[src/rtl/pla_pkg.sv]
`default_nettype none

package pla_pkg;

    localparam int unsigned IDX_W = 8;
    localparam int unsigned COMP_W = 8;

    typedef struct packed {
        logic [COMP_W-1:0] red;
        logic [COMP_W-1:0] green;
        logic [COMP_W-1:0] blue;
    } t_rgb;

    typedef struct packed {
        logic              mode;
        logic [COMP_W-1:0] red;
        logic [COMP_W-1:0] green;
        logic [COMP_W-1:0] blue;
        logic [IDX_W-1:0]  read_index;
    } t_req;

    typedef struct packed {
        logic [IDX_W-1:0]  entry_index;
        logic [COMP_W-1:0] entry_red;
        logic [COMP_W-1:0] entry_green;
        logic [COMP_W-1:0] entry_blue;
        logic              matched;
    } t_rsp;

    // Query broadcast to every cell while a token travels down the chain.
    typedef struct packed {
        logic             rd_mode;
        logic             search_en;
        t_rgb             rgb;
        logic [IDX_W-1:0] read_index;
    } t_query;

    // Write broadcast; only the cell whose index equals addr takes it.
    typedef struct packed {
        logic             en;
        logic [IDX_W-1:0] addr;
        t_rgb             rgb;
    } t_wr;

    // Token handed from cell to cell, carrying the first hit seen so far.
    typedef struct packed {
        logic             live;
        logic             hit;
        logic [IDX_W-1:0] idx;
        t_rgb             rgb;
    } t_token;

endpackage

`default_nettype wire

[src/rtl/pla_cell.sv]
`default_nettype none

module pla_cell
    import pla_pkg::*;
#(
    parameter int unsigned CELL_IDX   = 0,
    parameter bit          SEARCHABLE = 1'b1
) (
    input  wire logic   i_clk,
    input  wire logic   i_rst_n,
    input  wire t_query i_query,
    input  wire t_wr    i_wr,
    input  wire t_token i_tok,
    output t_token      o_tok
);

    localparam logic [IDX_W-1:0] MY_IDX = IDX_W'(CELL_IDX);

    t_rgb   r_entry;
    t_rgb   n_entry;
    t_token r_tok;
    t_token n_tok;
    logic   match;

    // A read matches on the index alone; a lookup matches on the stored colour.
    always_comb begin
        if (i_query.rd_mode) begin
            match = (i_query.read_index == MY_IDX);
        end else begin
            match = i_query.search_en && SEARCHABLE && (r_entry == i_query.rgb);
        end
    end

    always_comb begin
        n_tok = i_tok;
        if (i_tok.live && !i_tok.hit && match) begin
            n_tok.hit = 1'b1;
            n_tok.idx = MY_IDX;
            n_tok.rgb = r_entry;
        end
    end

    always_comb begin
        n_entry = r_entry;
        if (i_wr.en && (i_wr.addr == MY_IDX)) begin
            n_entry = i_wr.rgb;
        end
    end

    always_ff @(posedge i_clk) begin
        if (!i_rst_n) begin
            r_entry <= '0;
            r_tok   <= '0;
        end else begin
            r_entry <= n_entry;
            r_tok   <= n_tok;
        end
    end

    assign o_tok = r_tok;

endmodule

`default_nettype wire

[config.mk]
export PLATFORM = sky130hd
export DESIGN_NAME = pla_cell
export DESIGN_NICKNAME = d
export VERILOG_FILES = /design/src/rtl/pla_pkg.sv /design/src/rtl/pla_cell.sv
export SDC_FILE = /design/constraint.sdc
export NUM_CORES = 1
export LEC_CHECK = 0
export BUFFER_PORTS_ARGS = -buffer_cell sky130_fd_sc_hd__buf_2
export CELL_PAD_IN_SITES_DETAIL_PLACEMENT = 0
export CELL_PAD_IN_SITES_GLOBAL_PLACEMENT = 1
export CORE_ASPECT_RATIO = 0.5
export CORE_UTILIZATION = 35
export CTS_BUF_LIST = sky130_fd_sc_hd__clkbuf_8
export DETAILED_ROUTE_END_ITERATION = 8
export PLACE_DENSITY_LB_ADDON = 0.2
export SYNTH_ARGS = -nofsm -noshare
export SYNTH_HDL_FRONTEND = slang
export SYNTH_SLANG_ARGS = --single-unit
[constraint.sdc]
create_clock -name i_clk -period 4.8 [get_ports i_clk]
set_clock_uncertainty 0.15 [all_clocks]
set_input_delay 0.48 -clock i_clk [delete_from_list [all_inputs] [get_ports i_clk]]
set_output_delay 0.48 -clock i_clk [all_outputs]
set_load 0.005 [all_outputs]
==> results of run 1 <==
## path summary, 6_finish.rpt
check	end	slack (ns)	cells past startpoint
worst max-delay path	o_tok[11]$_SDFF_PN0_	2.08	6
worst min-delay path	o_tok[26]$_SDFF_PP0_	0.19	2
worst max register to register	o_tok[11]$_SDFF_PN0_	2.08	6
worst min register to register	o_tok[4]$_SDFF_PN0_	0.37	1
## kinds of logic (layout without fill, tap and decap cells)
| kind of cell | Yosys count | after routing | share of synthesized area |
|---|---|---|---|
| simple gates | 53 | 53 | 0.1312 |
| xor+xnor | 24 | 24 | 0.09303 |
| compound gates | 27 | 27 | 0.1196 |
| flops | 58 | 58 | 0.5138 |
| mux | 24 | 24 | 0.1063 |
| buf+inv | 11 | 155 | 0.03599 |
## routing by layer
layer,vias up,GRT usage,share of wire
li1,971,-,-
met2,69,0.2908,0.45
met5,-,0,0
met3,5,0.08548,0.084
met4,0,0.06044,0.0075
met1,889,0.2059,0.46
## worst max-delay path, delay by kind of cell (launching register included)
kind,cells,cell delay [ns]
AO/OA/AOI/OAI,2,0.96
XOR/XNOR,1,0.16
buffers and inverters,1,0.34
flip-flops,1,0.34
AND/OR/NAND/NOR,2,0.71
## layout by cell type, fill, tap and decap left out
cell,synthesis,final
and2_1,9,9
clkinv_4,0,1
nand4_2,1,1
and3_1,1,1
dfxtp_1,58,58
nor3_1,3,3
inv_1,0,1
buf_4,0,2
nand3_1,2,2
clkinv_2,0,3
o31a_1,1,1
nand4b_1,1,1
xnor2_1,3,3
clkbuf_8,0,10
a22o_1,22,22
xor2_1,21,21
nor4_1,4,4
mux2i_1,24,24
clkinv_1,1,1
a22o_2,2,2
nand2_1,2,2
bufinv_16,0,1
nor2_1,25,25
nand4bb_1,1,1
and4bb_2,1,1
buf_2,2,136
o311a_4,1,1
o41ai_4,1,1
nor4_2,3,3
## cell type report
type	count	share of cell area
Multi-Input combinational cell	128	0.3196
Clock buffer	10	0.04324
Clock inverter	6	0.01808
Timing Repair Buffer	138	0.2186
Inverter	1	0.001179
Sequential cell	58	0.3648
Tap cell	88	0.03459
## flip-flops by register name (all words and copies together), names as in the netlist
register and count:
r_entry 24, o_tok 34
## metrics by stage
step | power, mW | hold WS (ns) | worst slack [ns] | std cells
floorplan | 0.5474 | 0.3334 | 2.735 | 197
global placement | 0.6075 | 0.3480 | 1.851 | 413
detailed placement | 0.6091 | 0.3553 | 1.725 | 413
CTS | 1.050 | 0.1706 | 2.089 | 429
global route | 1.082 | 0.1719 | 1.922 | 429
finish | 1.037 | 0.1924 | 2.078 | 429
## power breakdown
group | internal, mW | switching [mW]
Clock | 0.250 | 0.190
Sequential | 0.497 | 0.00361
Combinational | 0.0571 | 0.0398
Total | 0.804 | 0.233
==> out/summary.txt, run 1 <==
status: completed
multi-input logic area: 0.001017 mm²
period utilization: 0.5672
cts hold-fix bufs: 0
sequential area share after synthesis: 0.5138
crit path DAT: 2.85 ns
Worst-Margin Slew: 0.8674 ns
number of flops mapped to enable cells by yosys: 0
latest clock arrival within the worst-skew pair: 0.34 ns
antenna viol nets, final: 0
Max transition margin: 0.4198
total grt overflow: 0
Crit. Startpoint: r_entry[5]$_SDFFE_PN0P_
# Max-Cap Violations: 0
Syn Area/Cell: 11.47 µm²
# fillers: 594
Port Buffers: 136
fmax: 0.3673 GHz
starting DRC count in detailed routing: 51
Worst path slowest cell: o41ai_4
CP Cell Sequence: xor2_1 -> nor4_1 -> nand2_1 -> o41ai_4 -> buf_4 -> a22o_1
dominant synthesized flop cell: dfxtp_1
final hold violation count: 0
I/O pin count: 137
largest net degree at the start of global routing: 33
Ys Warns: 0
postcts setup bufs: 0
Crit Path Category: reg -> reg
Longest Clk Path Bufs: 2
Hold Path Class: in -> reg
setup TNS: 0 ns
Die X: 115.6 µm
initial core utilization: 0.3671
CTS tree: built
vias: 1934
WL per Instance: 13.67 µm
synthesized flop and latch total: 58
dominant cells by area after synthesis: dfxtp_1, mux2i_1, a22o_1
Resize count post-CTS: 0
Antenna diodes: 0
estimated wirelength of the detail-placed design: 4279 µm
Core Area: 0.006156 mm²
Reg-to-Reg Start: r_entry[5]$_SDFFE_PN0P_
Register Area: 0.001161 mm²
CTS Sinks: 58
Die ar.: 0.006801 mm²
HP Start: i_tok[26]
asr flop ratio synth: 0
Pwr Density: 325.7 mW/mm²
Reg clk slew, reported paths: 0.06 ns
gr usage total: 0.1774
unrepaired setup endpoints after global routing: no
Synth Instances: 197
Synth cell types: 25
Max FO, Critical Path: 13
Worst setup EP type: flop
area leader, netlist: dfxtp_1
max incr delay on CP: 0.81 ns
Tmin final: 2.722 ns
clock buffer count from CTS: 9
Synth top area share: 0.5138
mapped cell area: 0.002260 mm²
post-DR vias/cell: 4.508
Site Rows: 20
static leakage: 1.754 nW
Slew Viols, Final: 0
share of layout cells above drive strength 1: 0.4751
Area after DPL: 0.002988 mm²
Syn Nets: 300
CTS root buffer: clkbuf_8
synth cell count leaders: dfxtp_1, nor2_1, mux2i_1, a22o_1, xor2_1
first-pass GRT wire length: 8645 µm
Synth-to-Final Area Change: 40.86%
critical path startpoint category: flop
final wirelength: 5863 µm
top-count cell post-synth: dfxtp_1
initial antenna violation count: 0
number of global-route vias before repair: 1873
DRT Pass-1 Iters: 4
Max IR drop VDD: 0.0001321 V
GPL Wtd Cong: 0.7333
WP data required: 4.93 ns
drt drc: 0
Final Instance Area: 0.003183 mm²
H-tree Lvls: 3
NumNets Final: 439
final core utilization: 0.5171
Die Ht: 58.82 µm
# setup viols final: 0
Power figures use the tool's default switching activity.
==> run 2: changes to the inputs <==
--- a/config.mk
+++ b/config.mk
@@ -9,7 +9,7 @@
 export CELL_PAD_IN_SITES_DETAIL_PLACEMENT = 0
 export CELL_PAD_IN_SITES_GLOBAL_PLACEMENT = 1
 export CORE_ASPECT_RATIO = 0.5
-export CORE_UTILIZATION = 35
+export CORE_UTILIZATION = 32
 export CTS_BUF_LIST = sky130_fd_sc_hd__clkbuf_8
 export DETAILED_ROUTE_END_ITERATION = 8
 export PLACE_DENSITY_LB_ADDON = 0.2
==> constraint.sdc (replaced) <==
create_clock -name i_clk -period 2.8 [get_ports i_clk]
set_clock_uncertainty 0.15 [all_clocks]
set_input_delay 0.28 -clock i_clk [delete_from_list [all_inputs] [get_ports i_clk]]
set_output_delay 0.28 -clock i_clk [all_outputs]
set_load 0.005 [all_outputs]
==> run 2 against run 1 <==
Global-route usage fell by 1.3 points. Wire length rose by 3.8%. First-iteration DRC count rose by 20%. Worst setup slack got worse by 1.6 ns. Final area rose by 8.0%. Critical path type unchanged. Final cell count rose by 7.0%. Via count rose by 4.5%. Clock-buffer cell count rose by 2. Sequential cell count did not move. Largest power group unchanged.
==> out/summary.txt, run 2 (synthesis gave the netlist of run 1 again) <==
Pwr Density: 513.2 mW/mm² (+58%)
vias: 2021 (+4.5%)
CTS root buffer: clkbuf_8
first-pass GRT wire length: 8673 µm (+0.32%)
initial core utilization: 0.3346 (-0.03244)
Max FO, Critical Path: 32 (+19)
H-tree Lvls: 3 (unchanged)
critical path startpoint category: flop
I/O pin count: 137 (unchanged)
# Max-Cap Violations: 0 (unchanged)
CP Cell Sequence: xor2_1 -> nor4_1 -> nand2_1 -> o311a_4 -> a22o_2
number of global-route vias before repair: 1804 (-3.7%)
share of layout cells above drive strength 1: 0.4496 (-0.02548)
final wirelength: 6083 µm (+3.8%)
drt drc: 0 (unchanged)
commonest non-fill, non-tap cell in the layout: buf_2
Final Instance Area: 0.003438 mm² (+8.0%)
Worst-Margin Slew: 0.5963 ns (-0.2710 ns)
CTS Sinks: 58 (unchanged)
final core utilization: 0.5092 (-0.007901)
Reg clk slew, reported paths: 0.06 ns (about the same)
Core Area: 0.006753 mm² (+9.7%)
WP data required: 2.87 ns (-2.06 ns)
worst r2r dst: o_tok[7]$_SDFF_PN0_
estimated wirelength of the detail-placed design: 4430 µm (+3.5%)
total grt overflow: 0 (unchanged)
clock buffer count from CTS: 9 (unchanged)
Power Total: 1.765 mW (+70%)
gr usage total: 0.1644 (-0.01300)
crit path DAT: 2.38 ns (-0.47 ns)
postcts setup bufs: 0 (unchanged)
status: completed
Crit Path Category: reg -> reg
worst setup margin: 0.4900 ns (-1.588 ns)
Site Rows: 21 (+5.0%)
CTS tree: built
period utilization: 0.8250 (+0.2578)
Longest Clk Path Bufs: 2 (unchanged)
starting DRC count in detailed routing: 61 (+20%)
Register Area: 0.001161 mm² (unchanged)
Tmin final: 2.310 ns (-0.4124 ns)
Place WS: 0.4792 ns (-1.246 ns)
multi-input logic area: 0.001017 mm² (unchanged)
Area after DPL: 0.003008 mm² (+0.67%)
non-filler cells, final: 459 (+7.0%)
Max IR drop VDD: 0.0002088 V (+58%)
WL per Instance: 13.25 µm (-3.0%)
fmax: 0.4329 GHz (+18%)
Port Buffers: 136 (unchanged)
GPL Wtd Cong: 0.6901 (-5.9%)
Die X: 120.8 µm (+4.5%)
post-DR vias/cell: 4.403 (-2.3%)
NumNets Final: 465 (+5.9%)
largest net degree at the start of global routing: 33 (unchanged)
static leakage: 1.852 nW (+5.6%)
max incr delay on CP: 0.55 ns (-0.26 ns)
worst reg2reg path depth: 5 (-1)
# fillers: 673 (+13%)
Crit. Startpoint: r_entry[5]$_SDFFE_PN0P_
latest clock arrival within the worst-skew pair: 0.33 ns (about the same)
Die ar.: 0.007422 mm² (+9.1%)
Die Ht: 61.42 µm (+4.4%)
Fin Hold WS: 0.02500 ns (-0.1674 ns)
Hold Path Class: in -> reg
Reg-to-Reg Start: r_entry[5]$_SDFFE_PN0P_
# setup viols final: 0 (unchanged)
setup TNS: 0 ns (unchanged)
most frequent cells in the layout: buf_2, dfxtp_1, nor2_1, mux2i_1, dlygate4sd3_1
placed cell count: 419 (+1.5%)
Antenna diodes: 0 (unchanged)
FF-to-FF setup slack: 0.49 ns (-1.59 ns)
antenna viol nets, final: 0 (unchanged)
Slew Viols, Final: 0 (unchanged)
unrepaired setup endpoints after global routing: no
Worst path slowest cell: o311a_4
Setup crit end: o_tok[7]$_SDFF_PN0_
Largest register FFs: 34 (unchanged)
Synth-to-Final Area Change: 52.16%
DRT Pass-1 Iters: 4 (unchanged)
final hold violation count: 0 (unchanged)
Max transition margin: 0.6004 (+0.1806)
Worst setup EP type: flop
initial antenna violation count: 0 (unchanged)
[run 2: cell types whose count changed in the layout (fill, tap and decap cells not counted), sizes merged]
cell / change
dlygate4sd3: +24
buf: +2
clkbuf: +2
clkinv: -2
clkinvlp: +2
bufinv: -1
inv: -1
[run 2: worst min path at each step]
| stage | cells past startpoint | to | slack, ns | startpoint |
|---|---|---|---|---|
| floorplan | 1 | o_tok[24]$_SDFF_PP0_ | 0.25 | i_tok[24] |
| global placement | 2 | o_tok[31]$_SDFF_PP0_ | 0.33 | i_tok[31] |
| detailed placement | 2 | o_tok[29]$_SDFF_PP0_ | 0.33 | i_tok[29] |
| CTS | 2 | o_tok[30]$_SDFF_PP0_ | 0.00004 | i_tok[30] |
| global route | 2 | o_tok[33]$_SDFF_PN0_ | 0.005 | i_tok[33] |
| finish | 2 | o_tok[14]$_SDFF_PN0_ | 0.02 | i_tok[14] |
[run 2: layout make-up]
class / count / area share
clock inverter: 4 / 0.007278
multi-input combinational: 128 / 0.2959
clock buffer: 12 / 0.04803
inverter: 1 / 0.001092
sequential: 58 / 0.3377
timing repair buffer: 164 / 0.2766
tap: 92 / 0.03348
[run 2: power breakdown]
| part | leakage, nW | switching [mW] | internal (mW) |
|---|---|---|---|
| clock | 0.0944 | 0.324 | 0.390 |
| combinational | 1.28 | 0.0722 | 0.121 |
| sequential | 0.477 | 0.00615 | 0.852 |
| total | 1.85 | 0.402 | 1.36 |
[run 2: repair_timing]
action / 4_1_cts / 5_1_grt
setup endpoints to repair: 0 / 0
resized for setup: 0 / 0
endpoints found under the hold margin: 21 / 3
hold buffers: 21 / 3
[run 2: worst max-delay path: cells and delay by family, from the launching register on]
kind / cells / cell delay (ns)
simple gates: 2 / 0.69
compound gates: 2 / 0.86
flops: 1 / 0.34
xor+xnor: 1 / 0.16
[run 2: layer usage]
layer	vias to the layer above	global-route usage	wire length, µm
met2	65	0.2571	2741
met3	7	0.06759	386
met4	0	0.05820	44
met1	925	0.2082	2909
li1	1024	-	-
met5	-	0	0
==> run 3: changes to the inputs <==
--- a/config.mk
+++ b/config.mk
@@ -9,7 +9,7 @@
 export CELL_PAD_IN_SITES_DETAIL_PLACEMENT = 0
 export CELL_PAD_IN_SITES_GLOBAL_PLACEMENT = 1
 export CORE_ASPECT_RATIO = 0.5
-export CORE_UTILIZATION = 32
+export CORE_UTILIZATION = 29
 export CTS_BUF_LIST = sky130_fd_sc_hd__clkbuf_8
 export DETAILED_ROUTE_END_ITERATION = 8
 export PLACE_DENSITY_LB_ADDON = 0.2
==> constraint.sdc (replaced) <==
create_clock -name i_clk -period 2.04 [get_ports i_clk]
set_clock_uncertainty 0.15 [all_clocks]
set_input_delay 0.204 -clock i_clk [delete_from_list [all_inputs] [get_ports i_clk]]
set_output_delay 0.204 -clock i_clk [all_outputs]
set_load 0.005 [all_outputs]
==> run 3 against run 2 <==
The run now ends with negative setup slack left. Worst setup slack worse by 0.51 ns. Final cell count rose by 11%. First-iteration DRC count decreased by 8.2%. Non-clock buffer count up 48. Sequential share of layout area is 4.2 points lower. Global-route usage increased by 1.0 points. Largest power group unchanged.
==> out/summary.txt, run 3 (synthesis gave the netlist of run 1 again) <==
status: complete, but fails checks
failing checks: negative setup slack
Largest register FFs: 34 (unchanged)
total grt overflow: 0 (unchanged)
largest net degree at the start of global routing: 33 (unchanged)
Reg-to-Reg Start: r_entry[4]$_SDFFE_PN0P_
initial antenna violation count: 0 (unchanged)
Hold Crit Depth: 4 (+2)
Max IR drop VDD: 0.0003321 V (+59%)
CTS Sinks: 58 (unchanged)
Longest Clk Path Bufs: 2 (unchanged)
CP Cell Sequence: xor2_1 -> nor4_2 -> nand4_4 -> o311a_4 -> a22o_2
DRT Pass-1 Iters: 5 (+1)
static leakage: 2.083 nW (+12%)
estimated wirelength of the detail-placed design: 4792 µm (+8.2%)
Synth-to-Final Area Change: 73.98%
Worst setup EP type: flop
Tmin final: 2.065 ns (-0.2450 ns)
GPL Wtd Cong: 0.7638 (+11%)
Hold Path Class: in -> reg
worst reg2reg path depth: 5 (unchanged)
starting DRC count in detailed routing: 56 (-8.2%)
max incr delay on CP: 0.48 ns (-0.07 ns)
final wirelength: 6770 µm (+11%)
crit path DAT: 2.15 ns (-0.23 ns)
commonest non-fill, non-tap cell in the layout: buf_2
postcts setup bufs: 0 (unchanged)
CTS tree: built
first-pass GRT wire length: 10560 µm (+22%)
Worst path slowest cell: o311a_4
worst r2r dst: o_tok[15]$_SDFF_PN0_
H-tree Lvls: 3 (unchanged)
Core Area: 0.007432 mm² (+10%)
drt drc: 0 (unchanged)
WP data required: 2.13 ns (-0.74 ns)
Hold EP: o_tok[32]$_SDFF_PN0_
Die ar.: 0.008171 mm² (+10%)
CTS root buffer: clkbuf_8
HP Start: i_query[6]
Die Ht: 64.42 µm (+4.9%)
Site Rows: 22 (+4.8%)
FF-to-FF setup slack: -0.03 ns (-0.51 ns)
vias: 2173 (+7.5%)
setup TNS: -0.09669 ns (-0.09669 ns)
Max FO, Critical Path: 32 (unchanged)
Crit Path Category: reg -> reg
initial core utilization: 0.3040 (-0.03059)
number of global-route vias before repair: 2251 (+25%)
worst setup margin: -0.02501 ns (-0.5150 ns)
NumNets Final: 513 (+10%)
critical path startpoint category: flop
Max transition margin: 0.6937 (+0.09333)
Fin Hold WS: 0.2644 ns (+0.2394 ns)
period utilization: 1.012 (+0.1872)
Reg clk slew, reported paths: 0.07 ns (about the same)
Power Total: 2.567 mW (+45%)
I/O pin count: 137 (unchanged)
share of layout cells above drive strength 1: 0.4313 (-0.01827)
Antenna diodes: 0 (unchanged)
Port Buffers: 136 (unchanged)
WL per Instance: 13.25 µm (about the same)
# Max-Cap Violations: 0 (unchanged)
# setup viols final: 14 (+14)
Worst-Margin Slew: 0.4595 ns (-0.1368 ns)
Slew Viols, Final: 0 (unchanged)
fmax: 0.4843 GHz (+12%)
antenna viol nets, final: 0 (unchanged)
latest clock arrival within the worst-skew pair: 0.34 ns (about the same)
final hold violation count: 0 (unchanged)
Die X: 126.8 µm (+5.0%)
post-DR vias/cell: 4.252 (-3.4%)
most frequent cells in the layout: buf_2, dlygate4sd3_1, dfxtp_1, nor2_1, mux2i_1
Pwr Density: 653.1 mW/mm² (+27%)
gr usage total: 0.1746 (+0.01010)
unrepaired setup endpoints after global routing: yes
clock buffer count from CTS: 9 (unchanged)
==> run 3: cell types whose count changed in the layout (fill, tap and decap cells not counted), sizes merged <==
cell	delta
dlygate4sd3	+36
clkinv	+1
clkbuf	-1
clkinvlp	-1
bufinv	+1
buf	+12
==> run 3: area by class of cell <==
type                       instances  area, µm²
sequential                        58       1162
clock buffer                      11      151.4
inverter                           1      3.754
fill                             709       3501
clock inverter                     5      52.55
multi-input combinational        128       1032
tap                               96      120.1
timing repair buffer             212       1409
==> run 3: critical path: cells and delay by family (launching register included) <==
family / cells / cell delay, ns
xor gates and xnor gates: 1 / 0.19
AOI/OAI and AO/OA: 2 / 0.78
and+or+nand+nor: 2 / 0.51
DFF: 1 / 0.33
==> run 3: layer usage <==
layer	track usage	vias up	wire, µm
li1	-	1119	-
met1	0.2023	984	3078
met2	0.3070	65	3273
met3	0.06193	5	360
met4	0.04911	0	59
met5	0	-	0
==> run 3: what timing repair did <==
action	CTS	global route
gates resized for setup	2	3
endpoints found under the hold margin	58	0
hold buffers	60	0
setup endpoints to repair	32	32
pin swaps	1	1
cloned	0	0
==> run 3: report_power, final <==
part	internal (mW)	total [mW]	leakage [nW]	switching [mW]
combinational	0.213	0.325	1.50	0.113
clock	0.623	1.06	0.105	0.441
sequential	1.17	1.18	0.477	0.00871
total	2.00	2.57	2.08	0.563
==> run 3: worst max path at each step <==
stage / startpoint / end / slack, ns / cells past startpoint
4_1_cts: r_entry[7]$_SDFFE_PN0P_ / o_tok[15]$_SDFF_PN0_ / -0.05 / 6
3_3_place_gp: r_entry[5]$_SDFFE_PN0P_ / o_tok[7]$_SDFF_PN0_ / -0.08 / 5
3_5_place_dp: r_entry[5]$_SDFFE_PN0P_ / o_tok[7]$_SDFF_PN0_ / -0.08 / 5
5_1_grt: r_entry[7]$_SDFFE_PN0P_ / o_tok[15]$_SDFF_PN0_ / -0.15 / 6
6_report: r_entry[4]$_SDFFE_PN0P_ / o_tok[15]$_SDFF_PN0_ / -0.03 / 5
2_1_floorplan: r_entry[12]$_SDFFE_PN0P_ / o_tok[10]$_SDFF_PN0_ / 0.12 / 6
==> run 3: metrics by stage <==
stage                     std cells  worst slack (ns)  instance area, µm²  utilization
final                           511          -0.02501                3931       0.5290
after global routing            511           -0.1534                3931       0.5290
after CTS                       511          -0.05013                3915       0.5268
after detailed placement        435          -0.08442                3103       0.4175
after global placement          435          -0.07756                3103       0.4175
after floorplan                 197            0.1242                2260            -
